### src/design/tafs_pkg.sv
// Shared types, constants and the arctangent step table for triangle_angle_from_sides.
// No dependencies; every other design file imports this package.
package tafs_pkg;

  localparam int VALUE_WIDTH   = 16;
  localparam int MAG_W         = VALUE_WIDTH + 1;
  localparam int NORM_W        = 30;
  localparam int PROD_W        = 2 * NORM_W;
  localparam int SQRT_STEPS    = NORM_W;
  localparam int REM_W         = NORM_W + 3;
  localparam int CORDIC_STEPS  = 20;
  localparam int FRACTION_BITS = 16;
  localparam int ANG_BITS      = 48;
  localparam int XY_W          = NORM_W + 4;
  localparam int Z_W           = ANG_BITS + 10;
  localparam int OUT_W         = 25;
  localparam int ROUND_SH      = ANG_BITS - FRACTION_BITS;
  localparam int SHIFT_W       = 5;

  localparam logic [63:0] DEG_PER_RAD_Q48 = 64'd16127328204063727;

  typedef enum logic [1:0] {
    ST_OK      = 2'd0,
    ST_INVALID = 2'd1,
    ST_DOMAIN  = 2'd2,
    ST_DIVZERO = 2'd3
  } status_t;

  typedef enum logic [1:0] {
    KIND_OPP   = 2'd0,
    KIND_ADJ   = 2'd1,
    KIND_ANGLE = 2'd2,
    KIND_HYP   = 2'd3
  } kind_t;

  typedef enum logic [1:0] {
    OP_ASIN    = 2'd0,
    OP_ACOS    = 2'd1,
    OP_ATAN    = 2'd2,
    OP_UNKNOWN = 2'd3
  } op_t;

  // How the back end forms the angle before sign and complement.
  typedef enum logic [1:0] {
    MODE_CORDIC = 2'd0,
    MODE_ZERO   = 2'd1,
    MODE_RIGHT  = 2'd2
  } mode_t;

  typedef struct packed {
    status_t           status;
    logic              neg;
    logic              acos;
    mode_t             mode;
    logic              use_sqrt;
    logic [NORM_W-1:0] a;
    logic [NORM_W-1:0] b;
  } item_t;

  // Long division by shift and subtract; it is only evaluated while the step
  // table constants are built, so it never becomes logic.
  function automatic logic [63:0] const_udiv(input logic [63:0] num, input logic [63:0] den);
    logic [63:0] quo;
    logic [63:0] rem;
    quo = 64'd0;
    rem = 64'd0;
    for (int b = 63; b >= 0; b--) begin
      rem = {rem[62:0], num[b]};
      if (rem >= den) begin
        rem    = rem - den;
        quo[b] = 1'b1;
      end
    end
    return quo;
  endfunction

  // atan(2^-i) in degrees with 48 fraction bits, summed from its power series.
  function automatic logic [63:0] atan_q48(input int i);
    logic [63:0] acc;
    logic [63:0] t;
    logic [63:0] dv;
    int          sh;
    logic        done;
    acc  = 64'd0;
    done = 1'b0;
    if (i == 0) begin
      acc = 64'd45 << ANG_BITS;
    end else begin
      for (int n = 0; n < 64; n++) begin
        sh = i * (2 * n + 1);
        if (sh >= 63) done = 1'b1;
        if (!done) begin
          dv = 64'(2 * n + 1);
          t  = const_udiv(DEG_PER_RAD_Q48 >> sh, dv);
          if (n[0] == 1'b1) acc = acc - t;
          else acc = acc + t;
        end
      end
    end
    return acc;
  endfunction

endpackage

### src/design/tafs_front.sv
// Front end: checks the opcode and kinds, takes magnitudes and normalises them.
// Depends on tafs_pkg.
module tafs_front (
  input  logic signed [tafs_pkg::VALUE_WIDTH-1:0] first_value,
  input  logic signed [tafs_pkg::VALUE_WIDTH-1:0] second_value,
  input  logic [1:0]                              first_kind,
  input  logic [1:0]                              second_kind,
  input  logic [1:0]                              opcode,
  output tafs_pkg::item_t                         item
);
  import tafs_pkg::*;

  logic [MAG_W-1:0]   m1, m2, p, q, mx;
  logic signed [VALUE_WIDTH-1:0] opp, adj;
  logic               trig_ok, tan_ok;
  logic [SHIFT_W-1:0] msb, sh;
  logic [NORM_W-1:0]  pw, qw;

  always_comb begin
    m1 = first_value[VALUE_WIDTH-1] ? MAG_W'(-$signed({first_value[VALUE_WIDTH-1], first_value}))
                                   : MAG_W'(first_value);
    m2 = second_value[VALUE_WIDTH-1] ? MAG_W'(-$signed({second_value[VALUE_WIDTH-1], second_value}))
                                    : MAG_W'(second_value);
    trig_ok = (opcode == OP_ASIN && first_kind == KIND_OPP && second_kind == KIND_HYP) ||
              (opcode == OP_ACOS && first_kind == KIND_ADJ && second_kind == KIND_HYP);
    tan_ok  = (opcode == OP_ATAN) &&
              ((first_kind == KIND_OPP && second_kind == KIND_ADJ) ||
               (first_kind == KIND_ADJ && second_kind == KIND_OPP));
    opp = (first_kind == KIND_OPP) ? first_value : second_value;
    adj = (first_kind == KIND_OPP) ? second_value : first_value;

    item.status   = ST_INVALID;
    item.neg      = 1'b0;
    item.acos     = (opcode == OP_ACOS);
    item.mode     = MODE_CORDIC;
    item.use_sqrt = 1'b0;
    p = m2;
    q = m1;
    if (trig_ok) begin
      item.use_sqrt = 1'b1;
      item.neg      = first_value[VALUE_WIDTH-1] ^ second_value[VALUE_WIDTH-1];
      if (second_value == '0) item.status = ST_DIVZERO;
      else if (m1 > m2) item.status = ST_DOMAIN;
      else item.status = ST_OK;
      if (m1 == '0) item.mode = MODE_ZERO;
      else if (m1 == m2) item.mode = MODE_RIGHT;
    end else if (tan_ok) begin
      p = (first_kind == KIND_OPP) ? m2 : m1;
      q = (first_kind == KIND_OPP) ? m1 : m2;
      if (adj == '0) begin
        item.status = (opp == '0) ? ST_DIVZERO : ST_OK;
        item.mode   = MODE_RIGHT;
        item.neg    = opp[VALUE_WIDTH-1];
      end else begin
        item.status = ST_OK;
        item.neg    = opp[VALUE_WIDTH-1] ^ adj[VALUE_WIDTH-1];
        if (opp == '0) item.mode = MODE_ZERO;
      end
    end

    // Shift both magnitudes so that the larger lands in [2^29, 2^30).
    mx  = (p > q) ? p : q;
    msb = '0;
    for (int k = 0; k < MAG_W; k++) begin
      if (mx[k]) msb = SHIFT_W'(k);
    end
    sh = SHIFT_W'(NORM_W - 1) - msb;
    pw = NORM_W'(p) << sh;
    qw = NORM_W'(q) << sh;
    item.a = pw;
    item.b = qw;
  end

endmodule

### config.mk
export PLATFORM = sky130hd
export DESIGN_NAME = tafs_front
export DESIGN_NICKNAME = d
export VERILOG_FILES = /design/src/design/tafs_pkg.sv /design/src/design/tafs_front.sv
export SDC_FILE = /design/constraint.sdc
export NUM_CORES = 1
export LEC_CHECK = 0
export ABC_AREA = 1
export BUFFER_PORTS_ARGS = -buffer_cell sky130_fd_sc_hd__buf_2
export CAP_MARGIN = 25
export CORE_ASPECT_RATIO = 0.8
export CORE_MARGIN = 2
export CORE_UTILIZATION = 55
export DETAILED_ROUTE_END_ITERATION = 8
export PLACE_DENSITY = 0.79
export REMOVE_ABC_BUFFERS = 1
export SYNTH_ARGS = -nofsm -noshare
export SYNTH_HDL_FRONTEND = slang
export SYNTH_SLANG_ARGS = --single-unit
### constraint.sdc
create_clock -name vclk -period 6.9
set_input_delay 0.345 -clock vclk [all_inputs]
set_output_delay 0.345 -clock vclk [all_outputs]
set_load 0.02 [all_outputs]
==> results summary <==
Using the TritonRoute via totals, the vias-per-cell ratio works out to 5.69. The number of search-and-repair iterations in the first detailed-routing pass is 5. The I/O pin count came out at 105. Of the post-synthesis cell area, the part taken by muxes is 0%. The worst hold path begins at opcode[1]. The final non-filler cell total is 1184. The data arrival time of the worst path is 6.04 ns. Dividing the detail-routed wire length by the instance count gives 13.6 um.

Relative to the synthesized area, the layout overhead comes to 9.36%. The via count came out at 6733. In this design, the stage delay of the slowest critical-path cell is 0.51 ns.

Entering global routing, the biggest net connects 49 pins. Buffers placed on the I/O ports in this run total 101. The combined flip-flop and latch cell area is 0 um^2. The run finished with clean final reports. The net switching share of the total power is 69.2%. The width of the chip came out at 111 um. The fraction of power consumed by the clock network is 0%. The area share of fa/ha/maj cells after synthesis came out at 7.90%. The placement row count came out at 31. The type of element capturing the critical path is an output pin. The detailed-placement wirelength estimate came out at 12900 um.

In this run the worst path has a maximum fanout of 23. For hold timing, the worst endpoint is item[63]. The cell count after placement came out at 1181.

The number of DRC violations after detailed routing is 0. The cell that appears most often on the critical path is inv_1. Setup repair after global routing left no endpoint under its margin. The placeable core region came out at 9000 um^2. The worst slew slack as a fraction of its limit came out at 53.0%. The fill cell instance count of the final layout came out at 967. The leakage dissipation came out at 3.17 nW. The worst setup path is launched from an input pin. Along the worst hold path, the cell count comes to 3. There are 0 flip-flops and latches.

The relative contribution of sequential cells to total power is 0%. The sum of negative setup slack came out at 0 ns. The synthesized-area fraction occupied by ao, oa, aoi and oai cells is 11.6%. Dividing the synthesized area by the synthesized cell count gives 5.06 um^2. The power per cell area is 273 nW/um^2. The number of slew-limit violations in the final report is 0. The cell area after placement came out at 5500 um^2. The number of global-route vias before repair is 5887. Based on the critical path, the design can be clocked at up to 157 MHz. The area share of and/or/nand/nor cells after synthesis is 63.9%. The total power came out at 1.51 mW. The slowest stage of the critical path belongs to the cell xor2_4. For this run, the total global-route usage over all layers was measured as 31.7%.

In this run, post-CTS hold repair placed 0 buffers. The total overflow reported by the global router came out at 0. The number of library cell types mapped by synthesis is 53. The final estimated routing congestion in global placement came out at 1.01. The actual slew at the worst max-slew pin is 0.688 ns. The overall die area came out at 10000 um^2. The number of synthesis warnings came out at 0.

The design internal power is 466 uW. The most critical setup path has its startpoint at second_value[1]. The first-pass GRT wire length came out at 27700 um. The dominant combinational cell family by area after synthesis is simple AND/OR/NAND/NOR gates. For this configuration, the core starts out at a cell density of 56.3%. The number of buffer and inverter stages on the critical path is 10.

The worst hold path belongs to the class input pin to output pin. In the synthesized netlist, the number of instances is 1001. The share of the synthesized netlist area taken by xor and xnor gates is 2.44%. The worst setup path is of the input pin to output pin kind. IR analysis of the VDD net gives a maximum drop of 0.000236 V. The fraction of power consumed by combinational cells is 100.0%. Dividing the final minimum period by the clock period gives 92.5%. The minimum period implied by the final worst setup slack is 6.38 ns. The number of hold violations in the final report came out at 0. The chip height came out at 89.9 um. Summing every instance area after synthesis gives 5070 um^2. The detailed router finished its first iteration with 719 violations. The final setup violation count is 0. The final standard cell area without fillers is 5540 um^2. For this run, the post-layout net count is 1141. The clock buffer count is 0. For the worst setup path, the data required time is 6.55 ns. The switching power is 1.05 mW. The routed design has 16100 um of wire. The max-cap check violation count is 0. The count of inserted antenna diode cells came out at 0. The number of antenna violations at the first check in global routing came out at 0. The share of cells above drive strength 1 is 18.0%. The kind of cell with the highest combined delay along the critical path is simple AND/OR/NAND/NOR gates. The detail route stage leaves a number of antenna-violating nets equal to 0.

The sequential area share after synthesis is 0%.
==> cell families (layout without fill, tap and decap cells) <==
family / count (synthesis) / in the layout
and+or+nand+nor: 693 / 694
other: 2 / 8
buffers and inverters: 159 / 220
AOI/OAI and AO/OA: 103 / 103
adders and majority gates: 32 / 32
xor gates and xnor gates: 12 / 12
==> power groups by stage <==
stage	clock network, mW	registers (mW)	logic, mW
2_1_floorplan	0	0	1.08
3_3_place_gp	0	0	1.45
3_5_place_dp	0	0	1.46
4_1_cts	0	0	1.47
5_1_grt	0	0	1.69
6_report	0	0	1.51
==> metal layers <==
| metal | GRT usage, % | vias to the layer above | share of wire [%] | wire length [um] |
|---|---|---|---|---|
| li1 | - | 3437 | - | - |
| met2 | 49.4 | 302 | 42 | 6680 |
| met5 | 0 | - | 0 | 0 |
| met4 | 2.06 | 0 | 0.62 | 99 |
| met1 | 50.0 | 2981 | 49 | 7790 |
| met3 | 1.69 | 13 | 9.2 | 1480 |
==> worst max-delay path by stage <==
stage               cells after the start  endpoint  slack, ns
floorplan                              28  item[18]      -0.26
global placement                       35  item[44]       0.57
detailed placement                     35  item[22]       0.43
CTS                                    35  item[22]       0.39
global route                           35  item[14]       0.01
finish                                 35  item[48]       0.52
==> stage by stage <==
step	hold slack, ns	setup WS, ns	util [%]
after global placement	0.986	0.568	61.2
after detailed placement	0.984	0.426	61.2
final	0.984	0.516	61.6
after CTS	0.985	0.393	61.2
after floorplan	0.770	-0.255	-
after global routing	1.03	0.0113	61.6
==> what timing repair did <==
| action | 4_1_cts | 5_1_grt |
|---|---|---|
| buffers inserted | 0 | 2 |
| gates resized for setup | 0 | 1 |
| endpoints found under the setup margin | 0 | 32 |
==> layout by cell type, fill, tap and decap left out, types with 18 or more instances in the layout <==
master and n:
a21oi_1 18, inv_1 91, ha_1 32, nand2_1 323, nand3_1 206, nor2_1 66
buf_2 101, nand2_2 19, o21ai_0 50
==> synth_stat cells (2+ instances only) <==
library cell	number	share of area (%)
a21o_1	4	0.59
a21oi_1	18	1.8
a31oi_1	3	0.37
buf_2	21	2.1
buf_4	11	1.6
buf_6	4	0.89
clkbuf_1	12	0.89
conb_1	2	0.15
ha_1	32	7.9
inv_1	91	6.7
inv_2	14	1.0
inv_4	2	0.25
nand2_1	323	24
nand2_2	19	2.3
nand2_4	5	1.1
nand3_1	206	20
nand3_2	9	1.8
nand3b_1	5	0.74
nand4_1	14	1.7
nor2_1	66	4.9
nor2_2	7	0.86
nor2_4	4	0.89
nor3_1	9	0.89
nor3_2	4	0.79
nor4_1	8	0.99
o21ai_0	50	4.9
o21ai_1	13	1.3
o21ai_2	4	0.69
o21bai_1	2	0.30
or2_2	4	0.49
or3_1	4	0.49
xor2_1	10	1.7
==> final cells by class <==
type	count	area, um^2	share of cell area (%)
multi-input combinational	849	4390	79.2
timing repair buffer	111	593	10.7
inverter	109	415	7.50
tap	115	144	2.60
No activity file was read; power rests on OpenSTA's default activity.
