### src/design/tafs_pkg.sv
// Shared types, constants and the arctangent step table for triangle_angle_from_sides.
// No dependencies; every other design file imports this package.
package tafs_pkg;

  localparam int VALUE_WIDTH   = 16;
  localparam int MAG_W         = VALUE_WIDTH + 1;
  localparam int NORM_W        = 30;
  localparam int PROD_W        = 2 * NORM_W;
  localparam int SQRT_STEPS    = NORM_W;
  localparam int REM_W         = NORM_W + 3;
  localparam int CORDIC_STEPS  = 20;
  localparam int FRACTION_BITS = 16;
  localparam int ANG_BITS      = 48;
  localparam int XY_W          = NORM_W + 4;
  localparam int Z_W           = ANG_BITS + 10;
  localparam int OUT_W         = 25;
  localparam int ROUND_SH      = ANG_BITS - FRACTION_BITS;
  localparam int SHIFT_W       = 5;

  localparam logic [63:0] DEG_PER_RAD_Q48 = 64'd16127328204063727;

  typedef enum logic [1:0] {
    ST_OK      = 2'd0,
    ST_INVALID = 2'd1,
    ST_DOMAIN  = 2'd2,
    ST_DIVZERO = 2'd3
  } status_t;

  typedef enum logic [1:0] {
    KIND_OPP   = 2'd0,
    KIND_ADJ   = 2'd1,
    KIND_ANGLE = 2'd2,
    KIND_HYP   = 2'd3
  } kind_t;

  typedef enum logic [1:0] {
    OP_ASIN    = 2'd0,
    OP_ACOS    = 2'd1,
    OP_ATAN    = 2'd2,
    OP_UNKNOWN = 2'd3
  } op_t;

  // How the back end forms the angle before sign and complement.
  typedef enum logic [1:0] {
    MODE_CORDIC = 2'd0,
    MODE_ZERO   = 2'd1,
    MODE_RIGHT  = 2'd2
  } mode_t;

  typedef struct packed {
    status_t           status;
    logic              neg;
    logic              acos;
    mode_t             mode;
    logic              use_sqrt;
    logic [NORM_W-1:0] a;
    logic [NORM_W-1:0] b;
  } item_t;

  // Long division by shift and subtract; it is only evaluated while the step
  // table constants are built, so it never becomes logic.
  function automatic logic [63:0] const_udiv(input logic [63:0] num, input logic [63:0] den);
    logic [63:0] quo;
    logic [63:0] rem;
    quo = 64'd0;
    rem = 64'd0;
    for (int b = 63; b >= 0; b--) begin
      rem = {rem[62:0], num[b]};
      if (rem >= den) begin
        rem    = rem - den;
        quo[b] = 1'b1;
      end
    end
    return quo;
  endfunction

  // atan(2^-i) in degrees with 48 fraction bits, summed from its power series.
  function automatic logic [63:0] atan_q48(input int i);
    logic [63:0] acc;
    logic [63:0] t;
    logic [63:0] dv;
    int          sh;
    logic        done;
    acc  = 64'd0;
    done = 1'b0;
    if (i == 0) begin
      acc = 64'd45 << ANG_BITS;
    end else begin
      for (int n = 0; n < 64; n++) begin
        sh = i * (2 * n + 1);
        if (sh >= 63) done = 1'b1;
        if (!done) begin
          dv = 64'(2 * n + 1);
          t  = const_udiv(DEG_PER_RAD_Q48 >> sh, dv);
          if (n[0] == 1'b1) acc = acc - t;
          else acc = acc + t;
        end
      end
    end
    return acc;
  endfunction

endpackage

### src/design/tafs_queue.sv
// Two-entry queue between the front end and the arithmetic back end.
// Depends on tafs_pkg.
module tafs_queue (
  input  logic            clk,
  input  logic            rst,
  input  logic            wr_en,
  input  tafs_pkg::item_t wr_data,
  output logic            full,
  input  logic            rd_en,
  output logic            not_empty,
  output tafs_pkg::item_t rd_data
);
  import tafs_pkg::*;

  item_t       mem [2];
  logic        wr_ptr, rd_ptr;
  logic [1:0]  count;

  assign full      = (count == 2'd2);
  assign not_empty = (count != 2'd0);
  assign rd_data   = mem[rd_ptr];

  always_ff @(posedge clk) begin
    if (wr_en) mem[wr_ptr] <= wr_data;
  end

  always_ff @(posedge clk) begin
    if (rst) begin
      wr_ptr <= 1'b0;
      rd_ptr <= 1'b0;
      count  <= 2'd0;
    end else begin
      if (wr_en) wr_ptr <= ~wr_ptr;
      if (rd_en) rd_ptr <= ~rd_ptr;
      count <= count + 2'(wr_en) - 2'(rd_en);
    end
  end

endmodule

### config.mk
export PLATFORM = sky130hd
export DESIGN_NAME = tafs_queue
export DESIGN_NICKNAME = d
export VERILOG_FILES = /design/src/design/tafs_pkg.sv /design/src/design/tafs_queue.sv
export SDC_FILE = /design/constraint.sdc
export NUM_CORES = 1
export LEC_CHECK = 0
export ABC_CLOCK_PERIOD_IN_PS = 11400
export BUFFER_PORTS_ARGS = -buffer_cell sky130_fd_sc_hd__buf_2
export CAP_MARGIN = 25
export CORE_MARGIN = 1.5
export CORE_UTILIZATION = 45
export CTS_BUF_LIST = sky130_fd_sc_hd__clkbuf_4 sky130_fd_sc_hd__clkbuf_8 sky130_fd_sc_hd__clkbuf_16
export DETAILED_ROUTE_END_ITERATION = 10
export MAX_ROUTING_LAYER = met4
export PLACE_DENSITY = 0.7
export SYNTH_ARGS = -nofsm -noshare
export SYNTH_HDL_FRONTEND = slang
export SYNTH_SLANG_ARGS = --single-unit
export TNS_END_PERCENT = 10
### constraint.sdc
create_clock -name clk -period 11.4 [get_ports clk]
set_input_delay 1.14 -clock clk [delete_from_list [all_inputs] [get_ports clk]]
set_output_delay 1.14 -clock clk [all_outputs]
set_load 0.1 [all_outputs]
==> results of run 1 <==
[logic make-up after synthesis]
kind of cell / Yosys count
flip-flops: 139
adder cells (fa/ha/maj): 2
multiplexers: 67
buffers and inverters: 9
XOR/XNOR: 3
AND/OR/NAND/NOR: 9
[flip-flops by register name, summed over array words and instances (netlist names), named ones only]
signal,count
mem,134
count,2
rd_ptr,1
wr_ptr,1
[cell usage after synthesis]
library cell  count  area, um2
edfxtp_1        134       4020
mux2_4           30        450
and2_1            1       6.26
nor2b_1           3       18.8
buf_6             3       33.8
inv_1             2       7.51
or2_2             1       6.26
buf_2             3       15.0
dfxtp_1           5        100
buf_4             1       7.51
ha_1              2       25.0
xnor2_1           2       17.5
xnor3_1           1       22.5
nor2_1            4       15.0
mux2_2           37        417
[area by class of cell]
cell class,instances,area share
Sequential cell,139,0.630
Multi-Input combinational cell,81,0.151
Timing Repair Buffer,141,0.110
Clock buffer,20,0.0684
Tap cell,140,0.0267
Clock inverter,11,0.0122
Inverter,2,0.00115
[layer usage]
| layer | up-vias | GRT usage |
|---|---|---|
| met3 | 9 | 0.0553 |
| met5 | - | - |
| met4 | 0 | 0.0604 |
| li1 | 1207 | - |
| met1 | 1250 | 0.184 |
| met2 | 104 | 0.233 |
[report_power, final]
part | internal, mW | switching [mW] | total [mW] | leakage, nW
clock | 0.300 | 0.185 | 0.485 | 0.268
combinational | 0.0678 | 0.256 | 0.323 | 0.993
sequential | 0.597 | 0.0133 | 0.610 | 1.30
[worst reg2reg max path: stages (launching register included)]
cell and delay, ns:
dfxtp_1 0.35, nor2b_4 0.75, buf_4 0.58
[per-stage QoR]
stage               total power, mW  utilization
floorplan                     0.896            -
global placement              0.942        0.544
detailed placement            0.946        0.544
CTS                            1.43        0.592
global route                   1.47        0.594
finish                         1.42        0.594
[worst max-delay path by stage]
| stage | depth (start not counted) | endpoint | slack (ns) | startpoint |
|---|---|---|---|---|
| final | 3 | rd_data[12] | 8.15 | flop |
| after global routing | 3 | rd_data[12] | 8.06 | flop |
| after CTS | 2 | rd_data[5] | 7.96 | flop |
| after detailed placement | 3 | mem[0][38] | 8.29 | wr_en |
| after global placement | 3 | mem[0][23] | 8.32 | wr_en |
| after floorplan | 1 | mem[0][0] | 6.82 | wr_en |
==> impl_metrics.env, run 1 <==
export IMPL_cts_hold_buf=0
export IMPL_drt_iter0_drc=130
export IMPL_diodes=0
export IMPL_firstDrtPassIters=4
export IMPL_wl_met2_mm=4.20
export IMPL_crit_chain="buf_12 > mux2_2 > buf_2"
export IMPL_cp_max_fo=35
export IMPL_slew_limit_headroom=0.364
export IMPL_rows=38
export IMPL_post_place_ws_ns=8.29
export IMPL_maxCapViolations=0
export IMPL_layout_commonest_cell="buf_2"
export IMPL_hold_path_cell_count=2
export IMPL_core_area_um2=11000
export IMPL_cts_tree="done"
export IMPL_mappedNetlistNets=302
export IMPL_synthXorXnorAreaFrac=0.00775
export IMPL_detailed_place_area_um2=6000
export IMPL_drc_errors=0
export IMPL_crit_arrival_ns=2.11
export IMPL_clkLatencyLatePin_ns=0.40
export IMPL_top_layer_used="met4"
export IMPL_timing_rr_start="wr_ptr"
export IMPL_r2r_worst_path_cells=2
export IMPL_cp_slowest_cell="dfxtp_4"
export IMPL_ys_warn_count=0
export IMPL_layout_common_cells="139 x buf_2, 134 x edfxtp_1, 37 x mux2_2, 30 x mux2_4, 17 x clkbuf_16"
export IMPL_end_kind="output pin"
export IMPL_fin_nets=455
export IMPL_cts_buffers=17
export IMPL_start_util=0.468
export IMPL_design_area_um2=6550
export IMPL_finalSetupViolations=0
export IMPL_hpwl_mm=5.40
export IMPL_startpoint_type="flop"
export IMPL_die_x_um=110
export IMPL_grt_ovfl_total=0
export IMPL_crit_reg2reg_capture="mem[0][38]"
export IMPL_cp_required_ns=10.26
export IMPL_ant_nets=0
export IMPL_ys_types=15
export IMPL_wirelength_mm=8.70
export IMPL_dp_cells=502
export IMPL_muxShareOfSynthArea=0.168
export IMPL_multi_input_area_um2=988
export IMPL_syn2layout_area_growth_pct=26.8
export IMPL_synth_compound_area_frac=0
export IMPL_synthSimpleGateAreaFrac=0.00896
export IMPL_clock_sink_count=139
export IMPL_drive_gt1_frac=0.612
export IMPL_seqCellArea_um2=4130
export IMPL_fin_cells=534
export IMPL_period_share=0.285
export IMPL_wl_met1_mm=3.83
export IMPL_max_freq_mhz=308
export IMPL_synthAdderAreaFrac=0.00484
export IMPL_grt_pass1_wl_mm=12.8
export IMPL_crit_family="flip-flops"
export IMPL_via_per_inst=4.81
export IMPL_syn_avg_cell_area_um2=22.6
export IMPL_setup_worst_path_class="reg2out"
export IMPL_clock_path_buffers=2
export IMPL_layout_setup_ws_ns=8.15
export IMPL_cts_setup_buffers=0
export IMPL_clockRootBuffer="clkbuf_16"
export IMPL_hold_end="rd_ptr"
export IMPL_tns_ns=0
export IMPL_ir_drop_mv=0.113
export IMPL_synth_cells=229
export IMPL_die_area_um2=12100
export IMPL_worst_clock_skew_ns=0.00689
export IMPL_io_pins=140
export IMPL_hold_violations=0
export IMPL_clkTransAtPathRegs_ns=0.05
export IMPL_grt_max_degree=68
export IMPL_rsz0062_at_grt="false"
export IMPL_fill_cells=853
export IMPL_yosysSeqAreaShare=0.798
export IMPL_synth_top_family_by_area="multiplexers"
export IMPL_track_usage=0.152
export IMPL_syn_area_um2=5170
export IMPL_status="finished, final reports clean"
export IMPL_grt_antenna_before_repair=0
export IMPL_critPathBufInv=2
export IMPL_synth_seq_cells=139
export IMPL_critPathMaxStageDelay_ns=0.68
export IMPL_wire_per_inst_um=16.3
export IMPL_routabilityCongestion=0.668
export IMPL_fp_dieH_um=110
export IMPL_vias=2570
export IMPL_port_buffers=139
export IMPL_hold_path_class="reg2reg"
export IMPL_first_global_vias=2638
export IMPL_cts_htree_levels=4
export IMPL_min_from="rd_ptr"
export IMPL_power_density_nw_per_um2=217
export IMPL_regToRegSetupSlack_ns=9.31
export IMPL_hold_ws_ns=0.528
export IMPL_period_minus_slack_ns=3.25
export IMPL_p_leak_nw=2.56
export IMPL_wl_met3_um=580
export IMPL_postCtsResizedCells=0
export IMPL_tightest_slew_ns=0.951
export IMPL_drv_slew=0
Note: power is estimated with default switching activity, not from simulation.
==> run 2, diff against run 1 <==
--- a/config.mk
+++ b/config.mk
@@ -5,7 +5,8 @@
 export SDC_FILE = /design/constraint.sdc
 export NUM_CORES = 1
 export LEC_CHECK = 0
-export ABC_CLOCK_PERIOD_IN_PS = 11400
+export ABC_AREA = 1
+export ABC_CLOCK_PERIOD_IN_PS = 2830
 export BUFFER_PORTS_ARGS = -buffer_cell sky130_fd_sc_hd__buf_2
 export CAP_MARGIN = 25
 export CORE_MARGIN = 1.5
@@ -13,7 +14,7 @@
 export CTS_BUF_LIST = sky130_fd_sc_hd__clkbuf_4 sky130_fd_sc_hd__clkbuf_8 sky130_fd_sc_hd__clkbuf_16
 export DETAILED_ROUTE_END_ITERATION = 10
 export MAX_ROUTING_LAYER = met4
-export PLACE_DENSITY = 0.7
+export PLACE_DENSITY = 0.73
 export SYNTH_ARGS = -nofsm -noshare
 export SYNTH_HDL_FRONTEND = slang
 export SYNTH_SLANG_ARGS = --single-unit
==> constraint.sdc (replaced) <==
create_clock -name clk -period 2.83 [get_ports clk]
set_input_delay 0.283 -clock clk [delete_from_list [all_inputs] [get_ports clk]]
set_output_delay 0.283 -clock clk [all_outputs]
set_load 0.1 [all_outputs]
==> impl_metrics.env, run 2 <==
export IMPL_routabilityCongestion=0.711
export IMPL_vias=2678
export IMPL_wirelength_mm=8.75
export IMPL_dp_cells=517
export IMPL_fin_cells=549
export IMPL_clock_sink_count=139
export IMPL_fp_dieH_um=110
export IMPL_clkLatencyLatePin_ns=0.41
export IMPL_cts_htree_levels=4
export IMPL_rsz0062_at_grt="false"
export IMPL_drt_iter0_drc=84
export IMPL_ys_types=15
export IMPL_grt_max_degree=39
export IMPL_die_area_um2=12100
export IMPL_synth_cells=239
export IMPL_reg_top3="mem (134), count (2)"
export IMPL_grt_antenna_before_repair=0
export IMPL_async_reset_ff_frac=0
export IMPL_wire_per_inst_um=15.9
export IMPL_largest_reg_flops=134
export IMPL_crit_arrival_ns=1.85
export IMPL_io_pins=140
export IMPL_ir_drop_mv=0.403
export IMPL_power_density_nw_per_um2=879
export IMPL_worst_clock_skew_ns=0.0127
export IMPL_synth_area_leader_cell="edfxtp_1"
export IMPL_mappedNetlistNets=312
export IMPL_cts_hold_buf=0
export IMPL_clockRootBuffer="clkbuf_16"
export IMPL_postCtsResizedCells=0
export IMPL_diodes=0
export IMPL_p_leak_nw=2.63
export IMPL_syn2layout_area_growth_pct=29.3
export IMPL_cp_required_ns=2.55
export IMPL_clkTransAtPathRegs_ns=0.06
export IMPL_slew_limit_headroom=0.525
export IMPL_ys_top_cells_by_count="134 x edfxtp_1, 37 x mux2_2, 30 x mux2_4, 8 x inv_1, 7 x nor2_1"
export IMPL_synth_edff_count=134
export IMPL_ys_warn_count=0
export IMPL_layout_commonest_cell="buf_2"
export IMPL_status="finished, final reports clean"
export IMPL_syn_area_um2=5170
export IMPL_synth_ff_type="edfxtp_1"
export IMPL_finalSetupViolations=0
export IMPL_period_minus_slack_ns=2.13
export IMPL_timing_rr_start="wr_ptr"
export IMPL_synth_area_leaders="edfxtp_1 78%, mux2_4 8.7%, mux2_2 8.1%"
export IMPL_cts_tree="done"
export IMPL_synth_seq_cells=139
export IMPL_period_share=0.754
export IMPL_via_per_inst=4.88
export IMPL_total_power_mw=5.88
export IMPL_die_x_um=110
export IMPL_grt_pass1_wl_mm=12.9
export IMPL_drive_gt1_frac=0.604
export IMPL_ant_nets=0
export IMPL_first_global_vias=2715
export IMPL_maxCapViolations=0
export IMPL_hold_path_class="in2reg"
export IMPL_clock_path_buffers=2
export IMPL_tightest_slew_ns=0.711
export IMPL_layout_common_cells="139 x buf_2, 134 x edfxtp_1, 37 x mux2_2, 30 x mux2_4, 17 x clkbuf_16"
export IMPL_min_from="wr_data[14]"
export IMPL_fin_nets=469
export IMPL_track_usage=0.155
export IMPL_fin_util=0.606
export IMPL_yosysSeqAreaShare=0.797
export IMPL_port_buffers=139
export IMPL_yosysMostFrequentCell="edfxtp_1"
export IMPL_syn_avg_cell_area_um2=21.6
export IMPL_drv_slew=0
export IMPL_hpwl_mm=5.81
export IMPL_core_area_um2=11000
export IMPL_setup_worst_path_class="reg2out"
export IMPL_cts_setup_buffers=0
export IMPL_max_freq_mhz=469
export IMPL_end_kind="output pin"
export IMPL_tns_ns=0
export IMPL_drc_errors=0
export IMPL_top_register="mem"
export IMPL_hold_violations=0
export IMPL_start_util=0.469
export IMPL_yosysTopAreaCellShare=0.778
export IMPL_startpoint_type="flop"
export IMPL_firstDrtPassIters=4
export IMPL_cts_buffers=17
export IMPL_rows=38
export IMPL_grt_ovfl_total=0
export IMPL_cp_max_fo=30
## run 2: cell types whose count changed in the layout (fill, tap and decap cells not counted), moves of 2 or more
cell	before	now
nor2_1	4	6
clkinvlp_4	1	4
buf_4	1	4
nor2b_1	2	0
bufinv_16	1	3
nand2_1	0	5
inv_1	2	7
clkinv_1	2	0
clkinv_2	7	1
clkbuf_8	0	2
clkinv_4	0	2
## run 2: kinds of logic (layout without fill, tap and decap cells)
family,after synthesis,after routing,share of synthesized area
muxes,67,67,0.168
adders and majority gates,2,2,0.00484
DFF,139,139,0.797
xor gates and xnor gates,1,1,0.00169
AOI/OAI and AO/OA,1,1,0.000967
buffers and inverters,15,185,0.0167
and+or+nand+nor,14,14,0.0106
## run 2: cell type report
| type | count | area (um2) |
|---|---|---|
| well taps | 140 | 175 |
| multi-input cells | 85 | 968 |
| flip-flops and latches | 139 | 4130 |
| fillers | 850 | 4350 |
| repair buffers | 145 | 766 |
| clock buffers | 22 | 475 |
| clock inverters | 10 | 143 |
| inverters | 8 | 30.0 |
## run 2: routing by layer
metal	wire length [um]	global-route usage	vias up
met4	178	0.0815	0
met5	0	-	-
met3	493	0.0529	15
met1	3600	0.166	1320
met2	4490	0.256	99
li1	-	-	1244
## run 2: metrics by stage
stage	hold WS (ns)	instance area, um2	worst slack, ns
final	0.0562	6690	0.696
after global routing	0.0399	6690	0.627
after CTS	0.0374	6690	0.658
after detailed placement	0.475	6070	1.11
after floorplan	0.354	5170	0.328
after global placement	0.470	6070	1.13
## run 2: final timing paths
| check | endpoint | cells past startpoint | slack [ns] |
|---|---|---|---|
| min reg2reg | rd_ptr | 2 | 0.53 |
| max reg2reg | mem[1][29] | 3 | 1.19 |
| min | mem[1][14] | 1 | 0.06 |
| max | rd_data[17] | 3 | 0.70 |
## run 2: report_power, final
| group | switching, mW | total [mW] | leakage, nW | internal [mW] |
|---|---|---|---|---|
| clock | 0.780 | 2.24 | 0.293 | 1.46 |
| combinational | 0.970 | 1.22 | 1.04 | 0.253 |
| sequential | 0.0276 | 2.41 | 1.30 | 2.38 |
## run 2: worst max-delay path, stage by stage (launching register included)
cell     delay, ns
dfxtp_4       0.35
buf_4         0.39
mux2_2        0.40
buf_2         0.29
